### src/rtl/core/lfsa_pkg.sv
// ----------------------------------------------------------------------------
// lfsa_pkg
// Shared types, codes and the microprogram of the linked free-list slot
// allocator.
// ----------------------------------------------------------------------------
package lfsa_pkg;

    localparam int SLOT_W         = 10;
    localparam int STATUS_W       = 2;
    localparam int POOL_SLOTS_DEF = 1024;

    typedef enum logic {
        F_ALLOC   = 1'b0,
        F_RELEASE = 1'b1
    } t_func;

    typedef enum logic [STATUS_W-1:0] {
        ST_OK           = 2'd0,
        ST_FULL         = 2'd1,
        ST_NOT_USED     = 2'd2,
        ST_ALREADY_FREE = 2'd3
    } t_status;

    // Microprogram step addresses
    typedef enum logic [4:0] {
        S_IDLE,
        S_DISP,
        S_ALLOC_RD,
        S_ALLOC_COMMIT,
        S_FULL,
        S_REL_INIT,
        S_USED_TEST,
        S_USED_LOAD,
        S_USED_END,
        S_NOT_USED,
        S_FREE_INIT,
        S_FREE_TEST,
        S_FREE_DUP,
        S_FREE_LOAD,
        S_DUP,
        S_INS_USED,
        S_INS_SLOT,
        S_INS_FREE,
        S_DONE
    } t_step;

    // Jump conditions
    typedef enum logic [3:0] {
        C_NEVER,
        C_NO_IN,
        C_IS_REL,
        C_FREE_EMPTY,
        C_USED_STOP,
        C_NOT_FOUND,
        C_FREE_STOP,
        C_IS_DUP,
        C_OUT_BUSY
    } t_cond;

    // Datapath operations
    typedef enum logic [4:0] {
        A_NOP,
        A_LOAD_IN,
        A_RD_FREE_HEAD,
        A_ALLOC_COMMIT,
        A_SET_FULL,
        A_INIT_USED_WALK,
        A_STEP_USED,
        A_LOAD_CUR,
        A_RD_SLOT,
        A_SET_NOT_USED,
        A_INIT_FREE_WALK,
        A_STEP_FREE,
        A_LOAD_CURF,
        A_SET_DUP,
        A_LINK_USED,
        A_LINK_SLOT,
        A_LINK_FREE,
        A_EMIT
    } t_act;

    // Control word: when cond holds, jump to tgt and do nothing else;
    // otherwise perform act and go to nxt.
    typedef struct packed {
        t_cond cond;
        t_step tgt;
        t_act  act;
        t_step nxt;
    } t_uword;

    // Condition flags from the datapath
    typedef struct packed {
        logic no_in;
        logic is_rel;
        logic free_empty;
        logic used_stop;
        logic not_found;
        logic free_stop;
        logic is_dup;
        logic out_busy;
    } t_conds;

    typedef struct packed {
        logic idle;
        t_act act;
    } t_seq_out;

    function automatic t_uword ucode(input t_step pc);
        t_uword w;
        case (pc)
            S_IDLE:         w = '{C_NO_IN,      S_IDLE,      A_LOAD_IN,        S_DISP};
            S_DISP:         w = '{C_IS_REL,     S_REL_INIT,  A_NOP,            S_ALLOC_RD};
            S_ALLOC_RD:     w = '{C_FREE_EMPTY, S_FULL,      A_RD_FREE_HEAD,   S_ALLOC_COMMIT};
            S_ALLOC_COMMIT: w = '{C_NEVER,      S_IDLE,      A_ALLOC_COMMIT,   S_DONE};
            S_FULL:         w = '{C_NEVER,      S_IDLE,      A_SET_FULL,       S_DONE};
            S_REL_INIT:     w = '{C_NEVER,      S_IDLE,      A_INIT_USED_WALK, S_USED_TEST};
            S_USED_TEST:    w = '{C_USED_STOP,  S_USED_END,  A_STEP_USED,      S_USED_LOAD};
            S_USED_LOAD:    w = '{C_NEVER,      S_IDLE,      A_LOAD_CUR,       S_USED_TEST};
            S_USED_END:     w = '{C_NOT_FOUND,  S_NOT_USED,  A_RD_SLOT,        S_FREE_INIT};
            S_NOT_USED:     w = '{C_NEVER,      S_IDLE,      A_SET_NOT_USED,   S_DONE};
            S_FREE_INIT:    w = '{C_NEVER,      S_IDLE,      A_INIT_FREE_WALK, S_FREE_TEST};
            S_FREE_TEST:    w = '{C_FREE_STOP,  S_INS_USED,  A_NOP,            S_FREE_DUP};
            S_FREE_DUP:     w = '{C_IS_DUP,     S_DUP,       A_STEP_FREE,      S_FREE_LOAD};
            S_FREE_LOAD:    w = '{C_NEVER,      S_IDLE,      A_LOAD_CURF,      S_FREE_TEST};
            S_DUP:          w = '{C_NEVER,      S_IDLE,      A_SET_DUP,        S_DONE};
            S_INS_USED:     w = '{C_NEVER,      S_IDLE,      A_LINK_USED,      S_INS_SLOT};
            S_INS_SLOT:     w = '{C_NEVER,      S_IDLE,      A_LINK_SLOT,      S_INS_FREE};
            S_INS_FREE:     w = '{C_NEVER,      S_IDLE,      A_LINK_FREE,      S_DONE};
            S_DONE:         w = '{C_OUT_BUSY,   S_DONE,      A_EMIT,           S_IDLE};
            default:        w = '{C_NEVER,      S_IDLE,      A_NOP,            S_IDLE};
        endcase
        return w;
    endfunction

endpackage

### src/rtl/core/lfsa_seq.sv
// ----------------------------------------------------------------------------
// lfsa_seq
// Step counter and control store: fetches one control word per cycle and
// resolves its conditional jump against the datapath flags.
// ----------------------------------------------------------------------------
module lfsa_seq (
    input  logic               i_clk,
    input  logic               i_rst_n,
    input  lfsa_pkg::t_conds   i_conds,
    output lfsa_pkg::t_seq_out o_ctl
);

    lfsa_pkg::t_step  r_pc;
    lfsa_pkg::t_step  n_pc;
    lfsa_pkg::t_uword w_word;
    logic             w_taken;

    always_ff @(posedge i_clk) begin
        if (!i_rst_n) begin
            r_pc <= lfsa_pkg::S_IDLE;
        end else begin
            r_pc <= n_pc;
        end
    end

    always_comb begin
        w_word = lfsa_pkg::ucode(r_pc);
        case (w_word.cond)
            lfsa_pkg::C_NEVER:      w_taken = 1'b0;
            lfsa_pkg::C_NO_IN:      w_taken = i_conds.no_in;
            lfsa_pkg::C_IS_REL:     w_taken = i_conds.is_rel;
            lfsa_pkg::C_FREE_EMPTY: w_taken = i_conds.free_empty;
            lfsa_pkg::C_USED_STOP:  w_taken = i_conds.used_stop;
            lfsa_pkg::C_NOT_FOUND:  w_taken = i_conds.not_found;
            lfsa_pkg::C_FREE_STOP:  w_taken = i_conds.free_stop;
            lfsa_pkg::C_IS_DUP:     w_taken = i_conds.is_dup;
            lfsa_pkg::C_OUT_BUSY:   w_taken = i_conds.out_busy;
            default:                w_taken = 1'b0;
        endcase
        n_pc      = w_taken ? w_word.tgt : w_word.nxt;
        o_ctl.act = w_taken ? lfsa_pkg::A_NOP : w_word.act;
        o_ctl.idle = (r_pc == lfsa_pkg::S_IDLE);
    end

endmodule

### config.mk
export PLATFORM = sky130hd
export DESIGN_NAME = lfsa_seq
export DESIGN_NICKNAME = d
export VERILOG_FILES = /design/src/rtl/core/lfsa_pkg.sv /design/src/rtl/core/lfsa_seq.sv
export SDC_FILE = /design/constraint.sdc
export NUM_CORES = 1
export LEC_CHECK = 0
export ABC_AREA = 1
export BUFFER_PORTS_ARGS = -buffer_cell sky130_fd_sc_hd__buf_2
export CORE_AREA = 2 2 55 57
export CTS_CLUSTER_DIAMETER = 100
export DETAILED_ROUTE_END_ITERATION = 16
export DIE_AREA = 0 0 57 59
export PLACE_DENSITY_LB_ADDON = 0.15
export SYNTH_ARGS = -nofsm -noshare
export SYNTH_HDL_FRONTEND = slang
export SYNTH_SLANG_ARGS = --single-unit
### constraint.sdc
create_clock -name i_clk -period 4.5 [get_ports i_clk]
set_clock_uncertainty 0.2 [all_clocks]
set_input_delay 1.35 -clock i_clk [delete_from_list [all_inputs] [get_ports i_clk]]
set_output_delay 1.35 -clock i_clk [all_outputs]
set_load 0.02 [all_outputs]
After elaboration in Yosys (flattened, before gate mapping)
Memories as Yosys holds them, arrays and structs flattened. A register that Yosys moved wholly into a read port is not among the register bits.
Cells that the tools add are included.
{ "word_totals": {"regBits": 5, "mem_bits_ro": 608, "input_bits": 10, "out_inout_bits": 6, "word_cells": 15, "n_memories": 1} }
{ "classes": {"n_eq_ne": 8, "mux": 4, "reduce_logical": 1} }
{ "memory_table": {"columns": ["memory", "words", "width", "read_ports", "rd_clocked_by_memory_dff", "wr", "line", "text"], "rows": [
  ["(no name shown)", 32, 19, 1, 1, 0, "lfsa_pkg.sv:110", "case (pc)"]
]} }
{ "ops": {"columns": ["op", "count"], "rows": [
  ["equality test 4 x 3 -> 1 bit (second input constant)", 4],
  ["two-way mux 5 bit", 3],
  ["equality test 4 x 2 -> 1 bit (second input constant)", 2],
  ["case mux 1 bit (8 select lines)", 1],
  ["zero test 5 bit", 1],
  ["equality test 4 x 1 -> 1 bit (second input constant)", 1],
  ["equality test 4 bit (second input constant)", 1]
]} }

Longest topological paths before layout
Gate-level depths: netlist (run 1).
{ "logic_depth": {"ltp_word": 4, "mapped_depth": 16, "mapped_depth_nobuf": 16} }

Worst setup path after synthesis (run 1)
Ideal clock, no wire load.
{ "synth_path": {"path_kind": "input to output", "start": "input i_conds[0] in the netlist's numbering", "end": "output o_ctl[0] in the netlist's numbering", "t_arrival_ns": 2.154, "required_ns": 2.950, "setup_slack_ns": 0.796, "stages": 7, "n_path_buf": 0, "cell_sequence": "nand2_1 inv_1 nand3_1 nand2_1 nor2_4 nand2_4 nor2_1"} }
{ "synth_lines": {"columns": ["item", "line", "text"], "rows": [
  ["from (decl)", "lfsa_seq.sv:9", "input lfsa_pkg::t_conds i_conds,"],
  ["to (decl)", "lfsa_seq.sv:10", "output lfsa_pkg::t_seq_out o_ctl"]
]} }

==> results of run 1 <==
cell usage after synthesis:
cell	count
nor3_1	2
inv_1	23
nand2_1	43
nand2_4	3
o21ai_2	1
a21oi_1	3
or2_1	2
nand4_1	1
nand3b_1	4
o21ai_4	1
nor2_4	2
nand3_4	1
ha_1	7
nand3_1	21
inv_6	1
nor3b_1	1
nor2_8	1
inv_2	2
o21ai_1	3
nand2_2	5
dfxtp_1	21
nand3_2	1
o21ai_0	1
nor2_1	17
layout by cell type, fill, tap and decap left out:
| cell type | Yosys | routed |
|---|---|---|
| nor3b_1 | 1 | 1 |
| clkbuf_4 | 0 | 3 |
| nand4_1 | 1 | 1 |
| nand3b_1 | 4 | 4 |
| inv_2 | 2 | 2 |
| nand3_1 | 21 | 21 |
| o21ai_4 | 1 | 1 |
| a21oi_1 | 3 | 3 |
| nand3_2 | 1 | 1 |
| ha_1 | 7 | 7 |
| nand2_2 | 5 | 5 |
| nor2_8 | 1 | 1 |
| buf_2 | 0 | 15 |
| nand2_4 | 3 | 3 |
| nor2_1 | 17 | 17 |
| dfxtp_1 | 21 | 21 |
| nor2_4 | 2 | 2 |
| nand2_1 | 43 | 43 |
| nor3_1 | 2 | 2 |
| clkbuf_1 | 0 | 1 |
| inv_1 | 23 | 23 |
| inv_6 | 1 | 1 |
| nand3_4 | 1 | 1 |
| o21ai_0 | 1 | 1 |
| o21ai_1 | 3 | 3 |
| or2_1 | 2 | 2 |
| o21ai_2 | 1 | 1 |
stage by stage:
stage / setup slack (ns) / cell area [sq um] / cells
4_1_cts: 0.652 / 1340 / 217
3_5_place_dp: 0.654 / 1320 / 213
3_3_place_gp: 0.700 / 1320 / 213
5_1_grt: 0.534 / 1340 / 217
2_1_floorplan: 0.796 / 1200 / 167
6_report: 0.657 / 1340 / 217
worst register-to-register path, delay by kind of cell (launching register included):
kind                       cells  cell delay, ns
DFF                            1            0.44
and+or+nand+nor                9            1.04
adders and majority gates      1            0.31
buffers and inverters          2            0.34
AOI/OAI and AO/OA              1            0.25
report_power, final:
group	switching (mW)	total (mW)	internal, mW
Combinational	0.449	0.669	0.220
Sequential	0.0288	0.294	0.265
Clock	0.0531	0.0877	0.0346
final timing paths:
check | endpoint | slack (ns) | cells past startpoint
max | o_ctl[2] | 0.66 | 9
min | r_pc[4]$_SDFF_PN0_ | 0.52 | 4
max reg2reg | w_word[6]$_DFF_P_ | 1.83 | 13
min reg2reg | r_pc[4]$_SDFF_PN0_ | 0.52 | 4
layout make-up:
type | count | area share
Inverter | 26 | 0.0764
Clock buffer | 4 | 0.0196
Timing Repair Buffer | 15 | 0.0559
Sequential cell | 21 | 0.313
Multi-Input combinational cell | 120 | 0.506
Tap cell | 31 | 0.0289
registers in the layout, indices dropped and copies added (netlist names):
signal and count:
r_pc 5, w_word 16
cells by family (layout without fill, tap and decap cells):
| group | after synthesis | in the layout | synth area share |
|---|---|---|---|
| AOI/OAI and AO/OA | 9 | 9 | 0.0499 |
| DFF | 21 | 21 | 0.350 |
| buffers and inverters | 26 | 45 | 0.0853 |
| adders and majority gates | 7 | 7 | 0.0728 |
| and+or+nand+nor | 104 | 104 | 0.442 |
per-layer routing:
metal / track usage / vias up / share of wire / wire (um)
li1: - / 563 / - / -
met1: 0.219 / 486 / 0.43 / 1120
met2: 0.281 / 41 / 0.47 / 1230
met3: 0.0175 / 11 / 0.058 / 149
met4: 0.103 / 0 / 0.033 / 86
met5: 0 / - / 0 / 0
==> metrics, run 1 <==
outcome finished clean; layout cells sized above 1 0.194; multi-input logic area approximately 680 sq um; post-CTS resize count 0; critical path cell sequence buf_2 > nand2_1 > inv_1 > nand3_1 > nand2_1 > nor2_4 > nand2_4 > nor2_1 > buf_2; Worst-path clk slew 0.10 ns; hold_ws slightly above 0.5 ns; core box area 2710 sq um; full die area approximately 3400 sq um; global-route wire length before repair 4.37 mm; maximum VDD drop about 440 uV; critical path class primary input to primary output; max cap viols 0; PnR Total Power 1.05 mW; Slew @ Worst Pin between 0.3 and 0.4 ns; RR Startpoint w_word[16]$_SDFF_PP0_; Max clock buf depth 2; gpl congestion a little over 0.9; die width about 57 um; Mapped Nets between 150 and 200; WP data required approximately 3.0 ns; Routed WL per cell about 12 um; final net count between 200 and 250; DP Wirelength roughly 2.0 mm; leakage between 0.7 and 0.8 nW; final critical-path required period around 3.8 ns; clock sinks 21; CP max FO 9; CTS H-tree lvls 1; ANT cells 0; CP Buf/Inv Count 3; 1st-pass router iterations 4; total CTS buffers 3; Initial Util 0.444; Min-Delay Path Class register to register; synthesized flop and latch total 21; Skew-Pair Late Insertion Delay about 0.30 ns; P per Cell Area 782 nW/um^2; hold buffers post-CTS 0; post-layout util 0.495; Synth Cell Area around 1200 sq um; Hold Path Origin w_word[14]$_SDFF_PN0_; GR Overflow Total 0; I/O Buffers 15; RSZ-0062 raised after global routing no; synth unique cells 24; DIE HEIGHT slightly below 60 um; FF/Latch Area between 400 and 500 sq um; Relative slew margins 0.737; antenna-violating nets left 0; critical path endpoint category primary output; Synth top area share 0.350; Setup Viol. Count Final 0; Post-CTS Setup Bufs 0; count of final hold-check violations 0; Post-route DRC 0; sequential area share after synthesis 0.350; Max Freq roughly 260 MHz; FP Rows 19; WL final approximately 2.6 mm; Final Cycle Share 0.854; GRT Total Usage 0.171; crit path launch type primary input; CP peak stage delay 0.21 ns; FILL cells roughly 300; I/O pins 16; Max stage delay cell, worst path nor2_4; clk root buf clkbuf_4; vias in the first global route between 1000 and 1500; Syn Area/Cell roughly 7 sq um; largest net degree at the start of global routing 12; clock tree from TritonCTS yes; Syn-to-layout area delta 11.7%; crit path DAT between 2 and 2.5 ns; Via density 5.07; post-synth top area cell dfxtp_1; initial antenna violation count 0; Area contributors post-synth dfxtp_1 35%, nand2_1 13%, nand3_1 8.7%, ha_1 7.3%, inv_1 7.2%; YS warnings 0; crit path from i_conds[0]; Worst path top cell family by delay simple AND/OR/NAND/NOR gates; DRT iter0 DRCs 58; Fin Setup TNS 0 ns; Final Max Slew Viols 0; Cells after Synth 167; Via Count 1101
Power figures use the tool's default switching activity.
==> run 2: changes to the inputs <==
- CORE_AREA: 2 2 55 57 -> 2 2 58 60
- DIE_AREA: 0 0 57 59 -> 0 0 60 62
==> run 2 against run 1 <==
  * First-iteration DRC count fell by 33%
  * Maximum frequency decreased by 0.51%
  * Register-to-register slack is essentially flat
  * Total power up 0.47%
  * Setup slack lost 0.020 ns
  * Sequential power barely moved
  * Global-route usage shrank 1.4 points
  * Critical path depth stayed put
  * Count of clock-buffer cells in the layout is 1 lower
  * Core utilization fell by 6.7 points
  * Hold slack better by 0.011 ns
  * Die area is 11% higher
==> metrics, run 2 (synthesis gave the netlist of run 1 again) <==
outcome finished clean; worst hold path depth 4 (unchanged); dpl ws 0.639 ns (-0.0154 ns); Final Cycle Share 0.858 (+0.00436); Reg2Reg Setup Slack 1.82 ns (about the same); combinational power share 0.633 (-0.003); Routed WL per cell 11.3 um (-4.6%); RSZ-0062 raised after global routing no; crit path DAT 2.31 ns (+0.02 ns); WHS Endpoint r_pc[4]$_SDFF_PN0_; initial antenna violation count 0 (unchanged); FP Rows 21 (+2); 1st-pass router iterations 5 (+1); gpl congestion 0.824 (-10%); final critical-path required period 3.86 ns (+0.0196 ns); Setup Viol. Count Final 0 (unchanged); Initial Util 0.378 (-0.0655); Max stage delay cell, worst path nor2_4; crit path from i_conds[0]; CP peak stage delay 0.21 ns (about the same); P_int 0.519 mW (-0.18%); dpl cell area 1340 sq um (+1.4%); Hold Path Origin w_word[14]$_SDFF_PN0_; Max Freq 259 MHz (-0.51%); maximum VDD drop 283 uV (-35%); count of final hold-check violations 0 (unchanged); most common cell after layout, fill and taps aside nand2_1; Min-Delay Path Class register to register; Slew @ Worst Pin 0.430 ns (+0.0372 ns); I/O pins 16 (unchanged); post-route cell area 1360 sq um (+1.5%); final net count 204 (unchanged); total CTS buffers 3 (unchanged); WP data required 2.95 ns (about the same); Via density 4.64 (-8.5%); DIE HEIGHT 62 um (+5.1%); critical path class primary input to primary output; CP Buf/Inv Count 3 (unchanged); GR Overflow Total 0 (unchanged); P_sw 0.536 mW (+1.1%); full die area 3720 sq um (+11%); clk root buf clkbuf_4; GRT Total Usage 0.157 (-0.0139); Clk network pwr share 0.089 (+0.006); vias in the first global route 980 (-4.4%); Worst R2R End w_word[1]$_DFF_P_; clock tree from TritonCTS yes; hold_ws 0.529 ns (+0.0112 ns); Sw Share 0.508 (+0.00316); critical path cell sequence buf_2 > nand2_1 > inv_1 > nand3_1 > nand2_1 > nor2_4 > nand2_4 > nor2_1 > buf_2; global-route wire length before repair 4.31 mm (-1.6%); layout cells sized above 1 0.199 (+0.00538); CP max FO 9 (unchanged); final setup margin 0.637 ns (-0.0196 ns); Worst path top cell family by delay simple AND/OR/NAND/NOR gates; antenna-violating nets left 0 (unchanged); post-CTS resize count 0 (unchanged); max reg flops 16 (unchanged); Max clock buf depth 2 (unchanged); I/O Buffers 15 (unchanged); max cap viols 0 (unchanged); hold buffers post-CTS 0 (unchanged); PnR Total Power 1.06 mW (+0.47%); Post-route DRC 0 (unchanged); Fin Setup TNS 0 ns (unchanged); Relative slew margins 0.713 (-0.0248); P per Cell Area 775 nW/um^2 (-1.0%); Worst-path clk slew 0.12 ns (+0.02 ns); Post-CTS Setup Bufs 0 (unchanged); Via Count 1077 (-2.2%); CTS H-tree lvls 1 (unchanged); Syn-to-layout area delta 13.3%; critical path endpoint category primary output; core box area 3180 sq um (+17%); R2R cell count 13 (unchanged); crit path launch type primary input; clock sinks 21 (unchanged); most frequent cells in the layout 43 x nand2_1, 23 x inv_1, 21 x nand3_1, 21 x dfxtp_1, 17 x nor2_1; die width 60 um (+5.3%); largest net degree at the start of global routing 13 (+1); ANT cells 0 (unchanged); DRT iter0 DRCs 39 (-33%); Skew-Pair Late Insertion Delay 0.32 ns (+0.02 ns); WL final 2.63 mm (+2.0%); RR Startpoint w_word[16]$_SDFF_PP0_; leakage 0.722 nW (+0.38%); Final Max Slew Viols 0 (unchanged); DP Wirelength 2.03 mm (+0.55%); Seq pwr share 0.278 (-0.002)
run 2: changes by cell type in the layout (fill, tap and decap cells not counted):
cell / before / now
clkinv_2: 0 / 1
clkbuf_1: 1 / 0
run 2: layout make-up:
cell class / count / area [sq um]
Fill cell: 336 / 1820
Clock inverter: 1 / 5.00
Clock buffer: 3 / 22.5
Inverter: 26 / 103
Timing Repair Buffer: 15 / 75.1
Tap cell: 46 / 57.6
Multi-Input combinational cell: 120 / 679
Sequential cell: 21 / 420
run 2: worst max-delay path by stage:
| stage | endpoint | slack, ns | cells after the start |
|---|---|---|---|
| 2_1_floorplan | o_ctl[0] | 0.80 | 7 |
| 5_1_grt | o_ctl[2] | 0.52 | 9 |
| 6_report | o_ctl[1] | 0.64 | 9 |
| 4_1_cts | o_ctl[3] | 0.64 | 9 |
| 3_3_place_gp | o_ctl[4] | 0.68 | 9 |
| 3_5_place_dp | o_ctl[0] | 0.64 | 9 |
run 2: worst min-delay path: cells and delay by family (launching register included):
kind	cells	cell delay [ns]
DFF	1	0.36
and+or+nand+nor	3	0.23
buffers and inverters	1	0.10
run 2: layer usage:
layer | part of all wire | track usage
met1 | 0.46 | 0.198
met2 | 0.48 | 0.267
met3 | 0.043 | 0.0207
met4 | 0.022 | 0.0762
met5 | 0 | 0
run 2: stage by stage:
stage           util  cells
2_1_floorplan      -    167
3_3_place_gp   0.420    228
3_5_place_dp   0.420    228
4_1_cts        0.429    232
5_1_grt        0.429    232
6_report       0.429    232
run 2: power by group through the flow:
| stage | combinational, mW | clock (mW) | sequential, mW |
|---|---|---|---|
| final | 0.668 | 0.0935 | 0.294 |
| after global routing | 0.750 | 0.102 | 0.301 |
| after CTS | 0.666 | 0.0941 | 0.295 |
| after detailed placement | 0.664 | 0 | 0.299 |
| after global placement | 0.662 | 0 | 0.297 |
| after floorplan | 0.521 | 0 | 0.291 |
